<file path="src/sv/stmv_pkg.sv">
package stmv_pkg;

  // field widths
  localparam int unsigned ADC_BITS = 10;
  localparam int unsigned SPR_W    = 16;
  localparam int unsigned DEG_W    = 16;
  localparam int unsigned STEPS_W  = 23;
  localparam int unsigned POS_W    = 32;
  localparam int unsigned PROD_W   = 31;
  localparam int unsigned CFG_W    = 16;

  // full scale of the back emf converter
  localparam logic [ADC_BITS-1:0] EMF_FULL = '1;

  // configuration register indexes
  localparam logic REG_STEPS_PER_REV   = 1'b0;
  localparam logic REG_STALL_THRESHOLD = 1'b1;

  // configuration reset values
  localparam logic [SPR_W-1:0]    SPR_RESET = 16'd6400;
  localparam logic [ADC_BITS-1:0] THR_RESET = 10'd125;

  // item function codes
  typedef enum logic [1:0] {
    FUNC_TICK = 2'd0,
    FUNC_MOVE = 2'd1,
    FUNC_STOP = 2'd2
  } stmv_func_e;

  typedef struct packed {
    logic [1:0]              func;
    logic signed [DEG_W-1:0] degrees;
    logic                    stall_check;
    logic [ADC_BITS-1:0]     emf_sample;
  } stmv_in_t;

  typedef struct packed {
    logic                    step_pulse;
    logic                    dir_out;
    logic                    is_running;
    logic                    timer_active;
    logic                    sample_used;
    logic signed [POS_W-1:0] position_out;
    logic [STEPS_W-1:0]      steps_remaining;
    logic [ADC_BITS-1:0]     emf_level;
  } stmv_out_t;

endpackage

</file>
<file path="src/sv/stmv_core.sv">
module stmv_core import stmv_pkg::*; #(
  parameter int unsigned MICROSTEPS = 32
) (
  input  logic                clk_i,
  input  logic                rst_ni,
  input  logic                en_i,
  input  stmv_in_t            item_i,
  input  logic [STEPS_W-1:0]  move_steps_i,
  input  logic [ADC_BITS-1:0] thr_i,
  output stmv_out_t           res_o
);

  // residue of the signed position modulo the microstep count
  localparam int unsigned RW = (MICROSTEPS > 1) ? $clog2(MICROSTEPS) : 1;
  localparam logic [RW:0] MS_VAL   = (RW+1)'(MICROSTEPS);
  localparam logic [RW:0] WRAP_REM = (RW+1)'(64'h1_0000_0000 % MICROSTEPS);

  localparam logic [POS_W-1:0] POS_MAX = {1'b0, {(POS_W-1){1'b1}}};
  localparam logic [POS_W-1:0] POS_MIN = {1'b1, {(POS_W-1){1'b0}}};

  // filter divide by 3 via reciprocal
  localparam int unsigned SUM_W  = ADC_BITS + 2;
  localparam int unsigned FMUL_W = 26;
  localparam logic [12:0] RECIP3 = 13'd5462;

  logic                dir_q, dir_d;
  logic [STEPS_W-1:0]  steps_q, steps_d;
  logic [POS_W-1:0]    pos_q, pos_d;
  logic [ADC_BITS-1:0] avg_q, avg_d;
  logic                run_q, run_d;
  logic                tmr_q, tmr_d;
  logic                stl_q, stl_d;
  logic [RW-1:0]       rem_q, rem_d;

  logic                pulse, used;
  logic [SUM_W-1:0]    filt_sum;
  logic [FMUL_W-1:0]   filt_mul;
  logic [ADC_BITS-1:0] avg_filt;
  logic [RW:0]         rem_fwd, rem_bwd;

  // averaged emf filter: (2*avg + sample) / 3
  assign filt_sum = {1'b0, avg_q, 1'b0} + SUM_W'(item_i.emf_sample);
  assign filt_mul = FMUL_W'(filt_sum) * FMUL_W'(RECIP3);
  assign avg_filt = filt_mul[14 +: ADC_BITS];

  // residue after a forward step, with two's complement wrap
  always_comb begin
    rem_fwd = {1'b0, rem_q} + 1'b1;
    if (rem_fwd == MS_VAL) begin
      rem_fwd = '0;
    end
    if (pos_q == POS_MAX) begin
      if (rem_fwd >= WRAP_REM) begin
        rem_fwd = rem_fwd - WRAP_REM;
      end else begin
        rem_fwd = rem_fwd + MS_VAL - WRAP_REM;
      end
    end
  end

  // residue after a backward step, with two's complement wrap
  always_comb begin
    if (rem_q == '0) begin
      rem_bwd = MS_VAL - 1'b1;
    end else begin
      rem_bwd = {1'b0, rem_q} - 1'b1;
    end
    if (pos_q == POS_MIN) begin
      rem_bwd = rem_bwd + WRAP_REM;
      if (rem_bwd >= MS_VAL) begin
        rem_bwd = rem_bwd - MS_VAL;
      end
    end
  end

  // state update for one transaction
  always_comb begin
    dir_d   = dir_q;
    steps_d = steps_q;
    pos_d   = pos_q;
    avg_d   = avg_q;
    run_d   = run_q;
    tmr_d   = tmr_q;
    stl_d   = stl_q;
    rem_d   = rem_q;
    pulse   = 1'b0;
    used    = 1'b0;
    case (item_i.func)
      FUNC_MOVE: begin
        dir_d   = (item_i.degrees > 16'sd0);
        steps_d = move_steps_i;
        stl_d   = item_i.stall_check;
        if (!run_q) begin
          avg_d = EMF_FULL;
          run_d = 1'b1;
          tmr_d = 1'b1;
        end
      end
      FUNC_STOP: begin
        run_d = 1'b0;
      end
      FUNC_TICK: begin
        if (tmr_q) begin
          if (steps_q != '0) begin
            pulse = 1'b1;
            if (stl_q && (rem_q == '0)) begin
              used  = 1'b1;
              avg_d = avg_filt;
              if (avg_filt < thr_i) begin
                run_d = 1'b0;
              end
            end
            if (dir_q) begin
              pos_d = pos_q + 1'b1;
              rem_d = rem_fwd[RW-1:0];
            end else begin
              pos_d = pos_q - 1'b1;
              rem_d = rem_bwd[RW-1:0];
            end
            steps_d = steps_q - 1'b1;
          end else begin
            run_d = 1'b0;
          end
          if (!run_d) begin
            tmr_d = 1'b0;
          end
        end
      end
      default: ;
    endcase
  end

  // state registers
  always_ff @(posedge clk_i or negedge rst_ni) begin
    if (!rst_ni) begin
      dir_q   <= 1'b0;
      steps_q <= '0;
      pos_q   <= '0;
      avg_q   <= EMF_FULL;
      run_q   <= 1'b0;
      tmr_q   <= 1'b0;
      stl_q   <= 1'b0;
      rem_q   <= '0;
    end else if (en_i) begin
      dir_q   <= dir_d;
      steps_q <= steps_d;
      pos_q   <= pos_d;
      avg_q   <= avg_d;
      run_q   <= run_d;
      tmr_q   <= tmr_d;
      stl_q   <= stl_d;
      rem_q   <= rem_d;
    end
  end

  // result as seen after this transaction
  always_comb begin
    res_o.step_pulse      = pulse;
    res_o.dir_out         = dir_d;
    res_o.is_running      = run_d;
    res_o.timer_active    = tmr_d;
    res_o.sample_used     = used;
    res_o.position_out    = pos_d;
    res_o.steps_remaining = steps_d;
    res_o.emf_level       = avg_d;
  end

  // a running move always has its timer on
  ast_run_timer: assert property (@(posedge clk_i) disable iff (!rst_ni)
    run_q |-> tmr_q)
    else $error("running without timer");

  // each pulse consumes exactly one step
  ast_step_count: assert property (@(posedge clk_i) disable iff (!rst_ni)
    en_i && pulse |=> steps_q == $past(steps_q) - 1'b1)
    else $error("step count not decremented");

  // a tick with the timer stopped leaves the motion state alone
  ast_sleep_tick: assert property (@(posedge clk_i) disable iff (!rst_ni)
    en_i && (item_i.func == FUNC_TICK) && !tmr_q |=> $stable(pos_q) && $stable(steps_q))
    else $error("sleeping tick changed state");

endmodule

</file>
<file path="config.mk">
export PLATFORM = sky130hd
export DESIGN_NAME = stmv_core
export DESIGN_NICKNAME = d
export VERILOG_FILES = /design/src/sv/stmv_pkg.sv /design/src/sv/stmv_core.sv
export SDC_FILE = /design/constraint.sdc
export NUM_CORES = 1
export LEC_CHECK = 0
export ABC_AREA = 1
export BUFFER_PORTS_ARGS = -buffer_cell sky130_fd_sc_hd__buf_2
export CAP_MARGIN = 25
export CELL_PAD_IN_SITES_DETAIL_PLACEMENT = 0
export CELL_PAD_IN_SITES_GLOBAL_PLACEMENT = 2
export CORE_MARGIN = 1.5
export CORE_UTILIZATION = 30
export DETAILED_ROUTE_END_ITERATION = 16
export GPL_ROUTABILITY_DRIVEN = 1
export GPL_TIMING_DRIVEN = 0
export PLACE_DENSITY = 0.85
export SLEW_MARGIN = 20
export SYNTH_ARGS = -nofsm -noshare
export SYNTH_HDL_FRONTEND = slang
export SYNTH_SLANG_ARGS = --single-unit
export TNS_END_PERCENT = 1
</file>
<file path="constraint.sdc">
create_clock -name clk_i -period 6.2 [get_ports clk_i]
set_input_delay 0.31 -clock clk_i [delete_from_list [all_inputs] [get_ports clk_i]]
set_output_delay 0.31 -clock clk_i [all_outputs]
set_load 0.005 [all_outputs]
</file>
## Word-level counts from Yosys, hierarchy flattened

Index checks and enable logic that the tools add are counted.
Widths: inputs -> output; s select.

| storage, ports and cells | value |
|---|---|
| bits in registers | 74 |
| bits of input ports | 65 |
| output and inout bits | 70 |
| logic and storage cells | 70 |

| cells by class | value |
|---|---|
| add/sub/neg operators | 8 |
| $mul | 1 |
| $lt $le $gt $ge | 4 |
| equality and inequality tests | 5 |
| mux-type cells | 38 |
| reductions and logical operators | 6 |

Operators with widths:

| kind | count |
|---|---|
| $mux 32 | 4 |
| $mux 23 | 2 |
| $pmux 23 s2 | 1 |
| $mux 10 | 4 |
| $add 32x1->32 const B | 1 |
| $eq 32x31->1 const B | 1 |
| $eq 32x32->1 const B | 1 |
| $sub 32x1->32 const B | 1 |
| $mux 5 | 5 |
| $mul 12x12->23 const B | 1 |
| $reduce_bool 23->1 | 1 |
| $sub 23x1->23 const B | 1 |
| $pmux 10 s2 | 1 |
| $mux 1 | 17 |
| $gt 16x1->1 const B | 1 |
| $add 11x10->12 | 1 |
| $mux 6 | 2 |
| $lt 10x10->1 | 1 |
| $add 5x1->6 const B | 1 |
| $eq 6x6->1 const B | 1 |
| $ge 6x1->1 const B | 1 |
| $ge 6x6->1 const B | 1 |
| $sub 5x1->6 const B | 1 |
| $add 5x1->5 const B | 1 |
| 10 further kinds | 10 |

## Logic depth before layout (Yosys ltp)

Gate-level depths: netlist of run 1.

| logic depth | value |
|---|---|
| depth after elaboration | 11 |
| gate-level depth with buffers | 41 |
| depth with buffers taken out | 41 |

## Worst setup path before layout of run 1

Ideal clock, no wire load.

| timing path | value |
|---|---|
| kind | register to output |
| start | register avg_q[0] |
| end | output port res_o[66] (netlist name) |
| arrival | 6.411 ns |
| setup slack | -0.521 ns |
| cell stages (with the launch flop) | 35 |
| path buffers | 1 |
| cell sequence | dfstp_2 ha_1 fa_1 nand3_1 nand2_1 a21oi_4 o211a_1 xor2_1 ha_1 ha_1 inv_1 fa_1 inv_1 fa_1 inv_1 fa_1 inv_1 ha_1 nand2_1 inv_1 nand2_1 nor3_1 nand2_1 nand3_1 a21oi_1 or2_2 and2_1 ha_1 a21oi_1 a21oi_1 nor4_1 nand2_1 nand3_1 nand3_1 buf_4 |

| on the way | value |
|---|---|
| cells in the longest elaborated chain, start to end | 11 |

Ends and longest elaborated chain:

| element | RTL line | RTL |
|---|---|---|
| start: declaration | stmv_core.sv:29 | `logic [ADC_BITS-1:0] avg_q, avg_d;` |
| start signal: assignment | stmv_core.sv:148 | `avg_q <= avg_d;` |
| $add 11x10->12 | stmv_core.sv:42 | `assign filt_sum = {1'b0, avg_q, 1'b0} + SUM_W'(item_i.emf_sample);` |
| $mul 12x12->23 | stmv_core.sv:43 | `assign filt_mul = FMUL_W'(filt_sum) * FMUL_W'(RECIP3);` |
| $lt 10x10->1 | stmv_core.sv:109 | `if (avg_filt < thr_i) begin` |
| $mux 1 | stmv_core.sv:109 |  |
| $mux 1 | stmv_core.sv:106 | `if (stl_q && (rem_q == '0)) begin` |
| $mux 1 | stmv_core.sv:104 | `if (steps_q != '0) begin` |
| $mux 1 | stmv_core.sv:103 | `if (tmr_q) begin` |
| $mux 1 | stmv_core.sv:88 | `case (item_i.func)` |
| $mux 1 | stmv_core.sv:124 | `if (!run_d) begin` |
| $mux 1 | stmv_core.sv:103 |  |
| $pmux 1 s2 | stmv_core.sv:88 |  |
| end: declaration | stmv_core.sv:10 | `output stmv_out_t res_o` |

Every way passes these cells. The select of a mux whose other input is x is not followed.

## Worst setup path after layout of run 1

| timing path | value |
|---|---|
| start | register avg_q[0] |
| end | output port res_o[67] (netlist name) |

| on the way | value |
|---|---|
| cells in the longest elaborated chain, start to end | 10 |

Ends and longest elaborated chain:

| element | RTL line |
|---|---|
| $add 11x10->12 | stmv_core.sv:42 |
| $mul 12x12->23 | stmv_core.sv:43 |
| $lt 10x10->1 | stmv_core.sv:109 |
| $mux 1 | stmv_core.sv:109 |
| $mux 1 | stmv_core.sv:106 |
| $mux 1 | stmv_core.sv:104 |
| $mux 1 | stmv_core.sv:103 |
| $mux 1 | stmv_core.sv:88 |
| $mux 1 | stmv_core.sv:103 |
| $pmux 1 s3 | stmv_core.sv:88 |

Every way passes these cells. The select of a mux whose other input is x is not followed.

==> results.cfg, run 1 <==
[worst_setup_path]
r2r_setup_slack_ps = -360
max_stage_delay_ps = 530
cpMostUsedCell = ha_4
crit_path_start = avg_q[0]
required_ps = 5890
worst_ep_arrival_time_ps = 6950
crit_slowest_cell = fa_1
crit_type = flop to output port
startpoint_type = flop
reg2reg_from = avg_q[0]
r2r-end = tmr_q
worstSetupEndpointType = output port
crit_fanout = 4
r2r_cells = 33

[yosys]
synth-seq-area-share = 0.184
synth.area.top_cells = dfrtp_1 (16%), ha_1 (16%), nand2_1 (14%)
syn_area_sq_um = 10100
synth_cell_types = 58
syn_avg_cell_area_sq_um = 6.89
synth_fp_nets = 1701
synth-main-ff-cell = dfrtp_1
synth_warnings = 0
ys_ff_latch = 74
synth_enable_flop_cells = 0
yosysTopAreaCell = dfrtp_1
yosysTopAreaCellShare = 0.158
syn-instance-count = 1473
synthArstFlopShare = 1.00

[clock_tree]
insertion_delay_ps = 350
cts_tree = built
root_buffer = clkbuf_16
htree_num_levels = 3
clockBufferDepth = 2
cts_sinks = 74
cts_buffers = 9
path_clk_slew_ps = 60

[detailed_routing]
post_drt_wl_per_cell_um = 16.2
post_drt_via_cell_ratio = 4.89
first_iter_violations = 546
wl_mm = 34.1
vias = 10300
post-route-drc-count = 0
postRouteAntennaNets = 0
first_pass_iters = 5

[floorplanning]
coreArea_sq_um = 33400
dieArea_sq_um = 34900
rows = 67
die_h_um = 187
fp.dieW_um = 187
start_util = 0.304
boundaryPins = 135

[status]
violations = setup timing
status = complete, but fails checks

[global_routing]
antenna_found_initial = 1
grt_pass1_vias = 10300
track_usage = 0.197
grt_pass1_wl_mm = 54.8
grt.overflow.total = 0
grt_max_degree = 31

[final_layout]
area_growth_pct = 24.3
final_common_cell = nand2_1
layout_common_cells = nand2_1 (366), inv_1 (202), buf_2 (141)
diodes = 0
final_util = 0.378
drive_above_1_share = 0.213
finalNonFillerCells = 2105
final_nets = 1881

[placement]
dp_hpwl_mm = 27.4
gp_congestion = 0.899
dp_cells = 2057
dp_slack_ps = -1250
portBuffers = 133

[timing]
drv_slew = 0
relSlewSlack = 0.517
fmax_mhz = 138
setup_tns_ps = -4960
finalCriticalPeriod_ps = 7260
rsz0062_at_grt = true
hold_viol_final = 0
setup_ws_ps = -1060
final.setup_skew_ps = 6.74
setup_viol = 10
tightest_slew_ps = 723
post-route-period-util = 1.17

[hold_path]
worstHoldStart = item_i[10]
holdPathEnd = stl_q
holdCritPathClass = primary input to flop
whs_path_depth = 2

[flow_run]
cap_violations = 0
-- cell type report --
| type | count | area (sq um) |
|---|---|---|
| clock buffers | 14 | 284 |
| clock inverters | 1 | 7.51 |
| multi-input cells | 1141 | 7860 |
| flip-flops and latches | 74 | 1860 |
| inverters | 220 | 833 |
| repair buffers | 170 | 1000 |
| fillers | 3630 | 20800 |
| plain buffers | 37 | 194 |
| well taps | 448 | 561 |
-- repair_timing --
action / CTS / global route
endpoints found under the hold margin: 18 / 0
hold buffers: 1 / 0
endpoints found under the setup margin: 14 / 16
setup buffers: 32 / 1
pin swaps: 25 / 13
gates resized for setup: 64 / 26
-- synth_stat cells (4+ instances only) --
library cell and number:
nor4_1 5, a21oi_2 5, dfrtp_1 64, xor2_1 39, inv_1 214, or2_1 5
o21bai_1 7, buf_4 10, nor2_1 99, xnor2_1 17, nand3_1 78, clkbuf_1 16
ha_1 126, a21o_1 13, a21oi_1 79, or2_2 7, dfstp_2 10, nor3_1 18
nand4_1 21, inv_2 4, o21ai_0 88, and2_1 4, buf_2 10, nor2_2 7
o21ai_1 34, fa_1 37, nand2_1 375, a21boi_0 7, o211ai_1 27
-- stage by stage --
stage,hold WS (ps),area [sq um]
finish,278,12600
global route,254,12600
CTS,258,12500
detailed placement,220,11600
global placement,463,11500
floorplan,14.4,10300
-- worst max-delay path: cells and delay by family, from the launching register on --
kind            cells  cell delay (ps)
fa+ha+maj           9             3080
simple gates       16             1660
compound gates      4              840
buf+inv             6              410
flops               1              390
xor+xnor            1              210
-- metal layers --
| metal | up-vias | routed length, um | GRT usage |
|---|---|---|---|
| li1 | 5189 | - | - |
| met1 | 4838 | 16400 | 0.271 |
| met2 | 234 | 15700 | 0.328 |
| met3 | 38 | 1240 | 0.0238 |
| met4 | 2 | 660 | 0.0465 |
| met5 | - | 13 | 0 |
-- kinds of logic (layout without fill, tap and decap cells) --
logic type,after synthesis,in the layout,synth area share
xor gates and xnor gates,57,57,0.0500
adders and majority gates,163,163,0.228
AOI/OAI and AO/OA,281,281,0.163
and+or+nand+nor,639,639,0.273
muxes,1,1,0.00111
DFF,74,74,0.184
buffers and inverters,258,442,0.101
-- sequential cells by signal, summed over array words and instances (netlist names) --
register and flops:
pos_q 32, steps_q 23, avg_q 10, rem_q 5
dir_q 1, run_q 1, stl_q 1, tmr_q 1
-- how the worst max path moves through the flow --
stage | cells past startpoint | endpoint | slack (ps)
2_1_floorplan | 34 | res_o[66] | -160
4_1_cts | 35 | res_o[66] | -1070
6_report | 36 | res_o[67] | -1060
3_3_place_gp | 36 | res_o[66] | -1220
5_1_grt | 36 | res_o[67] | -1370
3_5_place_dp | 36 | res_o[66] | -1250
Power of run 1 is left out: the tool's default activity adds up to more than one toggle a clock period on the data nets, which glitch-free logic cannot reach.
==> inputs of run 2 (changes only) <==
- PLACE_DENSITY: 0.85 -> 0.8
==> results.cfg, run 2 (same netlist as run 1, synthesis figures left out) <==
[status]
status = complete, but fails checks
violations = setup timing

[timing]
drv_slew = 0
final.setup_skew_ps = 11.2
relSlewSlack = 0.406
fmax_mhz = 139
setup_viol = 10
setup_tns_ps = -4660
finalCriticalPeriod_ps = 7190
tightest_slew_ps = 888
post-route-period-util = 1.16
hold_viol_final = 0
rsz0062_at_grt = true
setup_ws_ps = -989

[clock_tree]
path_clk_slew_ps = 60
insertion_delay_ps = 350
htree_num_levels = 3
cts_buffers = 9
root_buffer = clkbuf_16
cts_tree = built
clockBufferDepth = 2
cts_sinks = 74

[worst_setup_path]
reg2reg_from = avg_q[0]
r2r_setup_slack_ps = -920
crit_type = flop to output port
required_ps = 5890
worst_ep_arrival_time_ps = 6880
max_stage_delay_ps = 510
crit_fanout = 4
worstSetupEndpointType = output port
crit_slowest_cell = fa_1
r2r_cells = 42
r2r-end = run_q
startpoint_type = flop

[floorplanning]
die_h_um = 187
start_util = 0.304
dieArea_sq_um = 34900
fp.dieW_um = 187
rows = 67
coreArea_sq_um = 33400
boundaryPins = 135

[hold_path]
holdCritPathClass = primary input to flop
holdPathEnd = stl_q
whs_path_depth = 2
worstHoldStart = item_i[10]

[final_layout]
drive_above_1_share = 0.225
finalNonFillerCells = 2107
final_common_cell = nand2_1
area_growth_pct = 25.8
final_cell_area_sq_um = 12800
top_regs = pos_q: 32 flops, steps_q: 23 flops, avg_q: 10 flops
diodes = 0
layout_common_cells = nand2_1 (363), inv_1 (199), buf_2 (141)
largest_register = pos_q
final_nets = 1883
largest_register_ffs = 32
final_util = 0.382

[detailed_routing]
first_iter_violations = 432
post-route-drc-count = 0
vias = 10300
postRouteAntennaNets = 0
post_drt_wl_per_cell_um = 16.4
first_pass_iters = 5
post_drt_via_cell_ratio = 4.89
wl_mm = 34.5

[global_routing]
grt.overflow.total = 0
grt_max_degree = 51
antenna_found_initial = 0
track_usage = 0.200
grt_pass1_vias = 10100
grt_pass1_wl_mm = 55.5

[placement]
gp_congestion = 0.913
dp_hpwl_mm = 27.9
portBuffers = 133
place_area_sq_um = 11600
dp_cells = 2056

[flow_run]
cap_violations = 0
-- run 2: cell types whose count changed in the layout (fill, tap and decap cells not counted), moves of 2 or more --
cell,previous run,this run
ha_1,108,102
ha_4,17,22
inv_2,15,19
nand2_2,7,11
a21oi_1,69,66
a21oi_2,13,16
clkbuf_8,4,1
inv_1,202,199
nand2_1,366,363
bufinv_16,0,2
clkinv_2,0,2
-- run 2: how the worst max path moves through the flow --
stage,slack [ps],start,endpoint
after floorplan,-160,avg_q[0],res_o[66]
after global placement,-1290,avg_q[0],res_o[66]
after detailed placement,-1280,avg_q[0],res_o[66]
after CTS,-930,avg_q[0],res_o[66]
after global routing,-1300,avg_q[0],res_o[66]
final,-990,avg_q[0],res_o[66]
-- run 2: stage by stage --
step	hold WS, ps	setup WS, ps
floorplan	14.4	-157
global placement	461	-1290
detailed placement	264	-1280
CTS	255	-933
global route	271	-1300
finish	281	-989
-- run 2: critical path: cells and delay by family (launching register included) --
| kind | cells | cell delay [ps] |
|---|---|---|
| XOR/XNOR | 1 | 200 |
| flip-flops | 1 | 400 |
| AO/OA/AOI/OAI | 5 | 750 |
| buffers and inverters | 7 | 480 |
| adder cells (fa/ha/maj) | 9 | 3100 |
| AND/OR/NAND/NOR | 13 | 1570 |
-- run 2: layer usage --
layer / track usage / wire length (um) / vias up
li1: - / - / 5185
met1: 0.280 / 16800 / 4856
met2: 0.329 / 15900 / 216
met3: 0.0231 / 1130 / 36
met4: 0.0456 / 665 / 0
met5: 0 / 0 / -
-- run 2: final cells by class --
type                            count  area (sq um)
Clock buffer                       10           239
Fill cell                        3676         20600
Timing Repair Buffer              173          1030
Inverter                          220           831
Clock inverter                      5          78.8
Multi-Input combinational cell   1141          7970
Tap cell                          448           561
Sequential cell                    74          1860
Buffer                             36           186
-- run 2: what timing repair did --
| action | 4_1_cts | 5_1_grt |
|---|---|---|
| hold buffers | 1 | 0 |
| gates resized for setup | 68 | 38 |
| pin swaps | 33 | 34 |
| hold endpoints to repair | 24 | 0 |
| setup endpoints to repair | 15 | 15 |
| buffers inserted | 31 | 6 |
Power of run 2 is left out for the same reason.
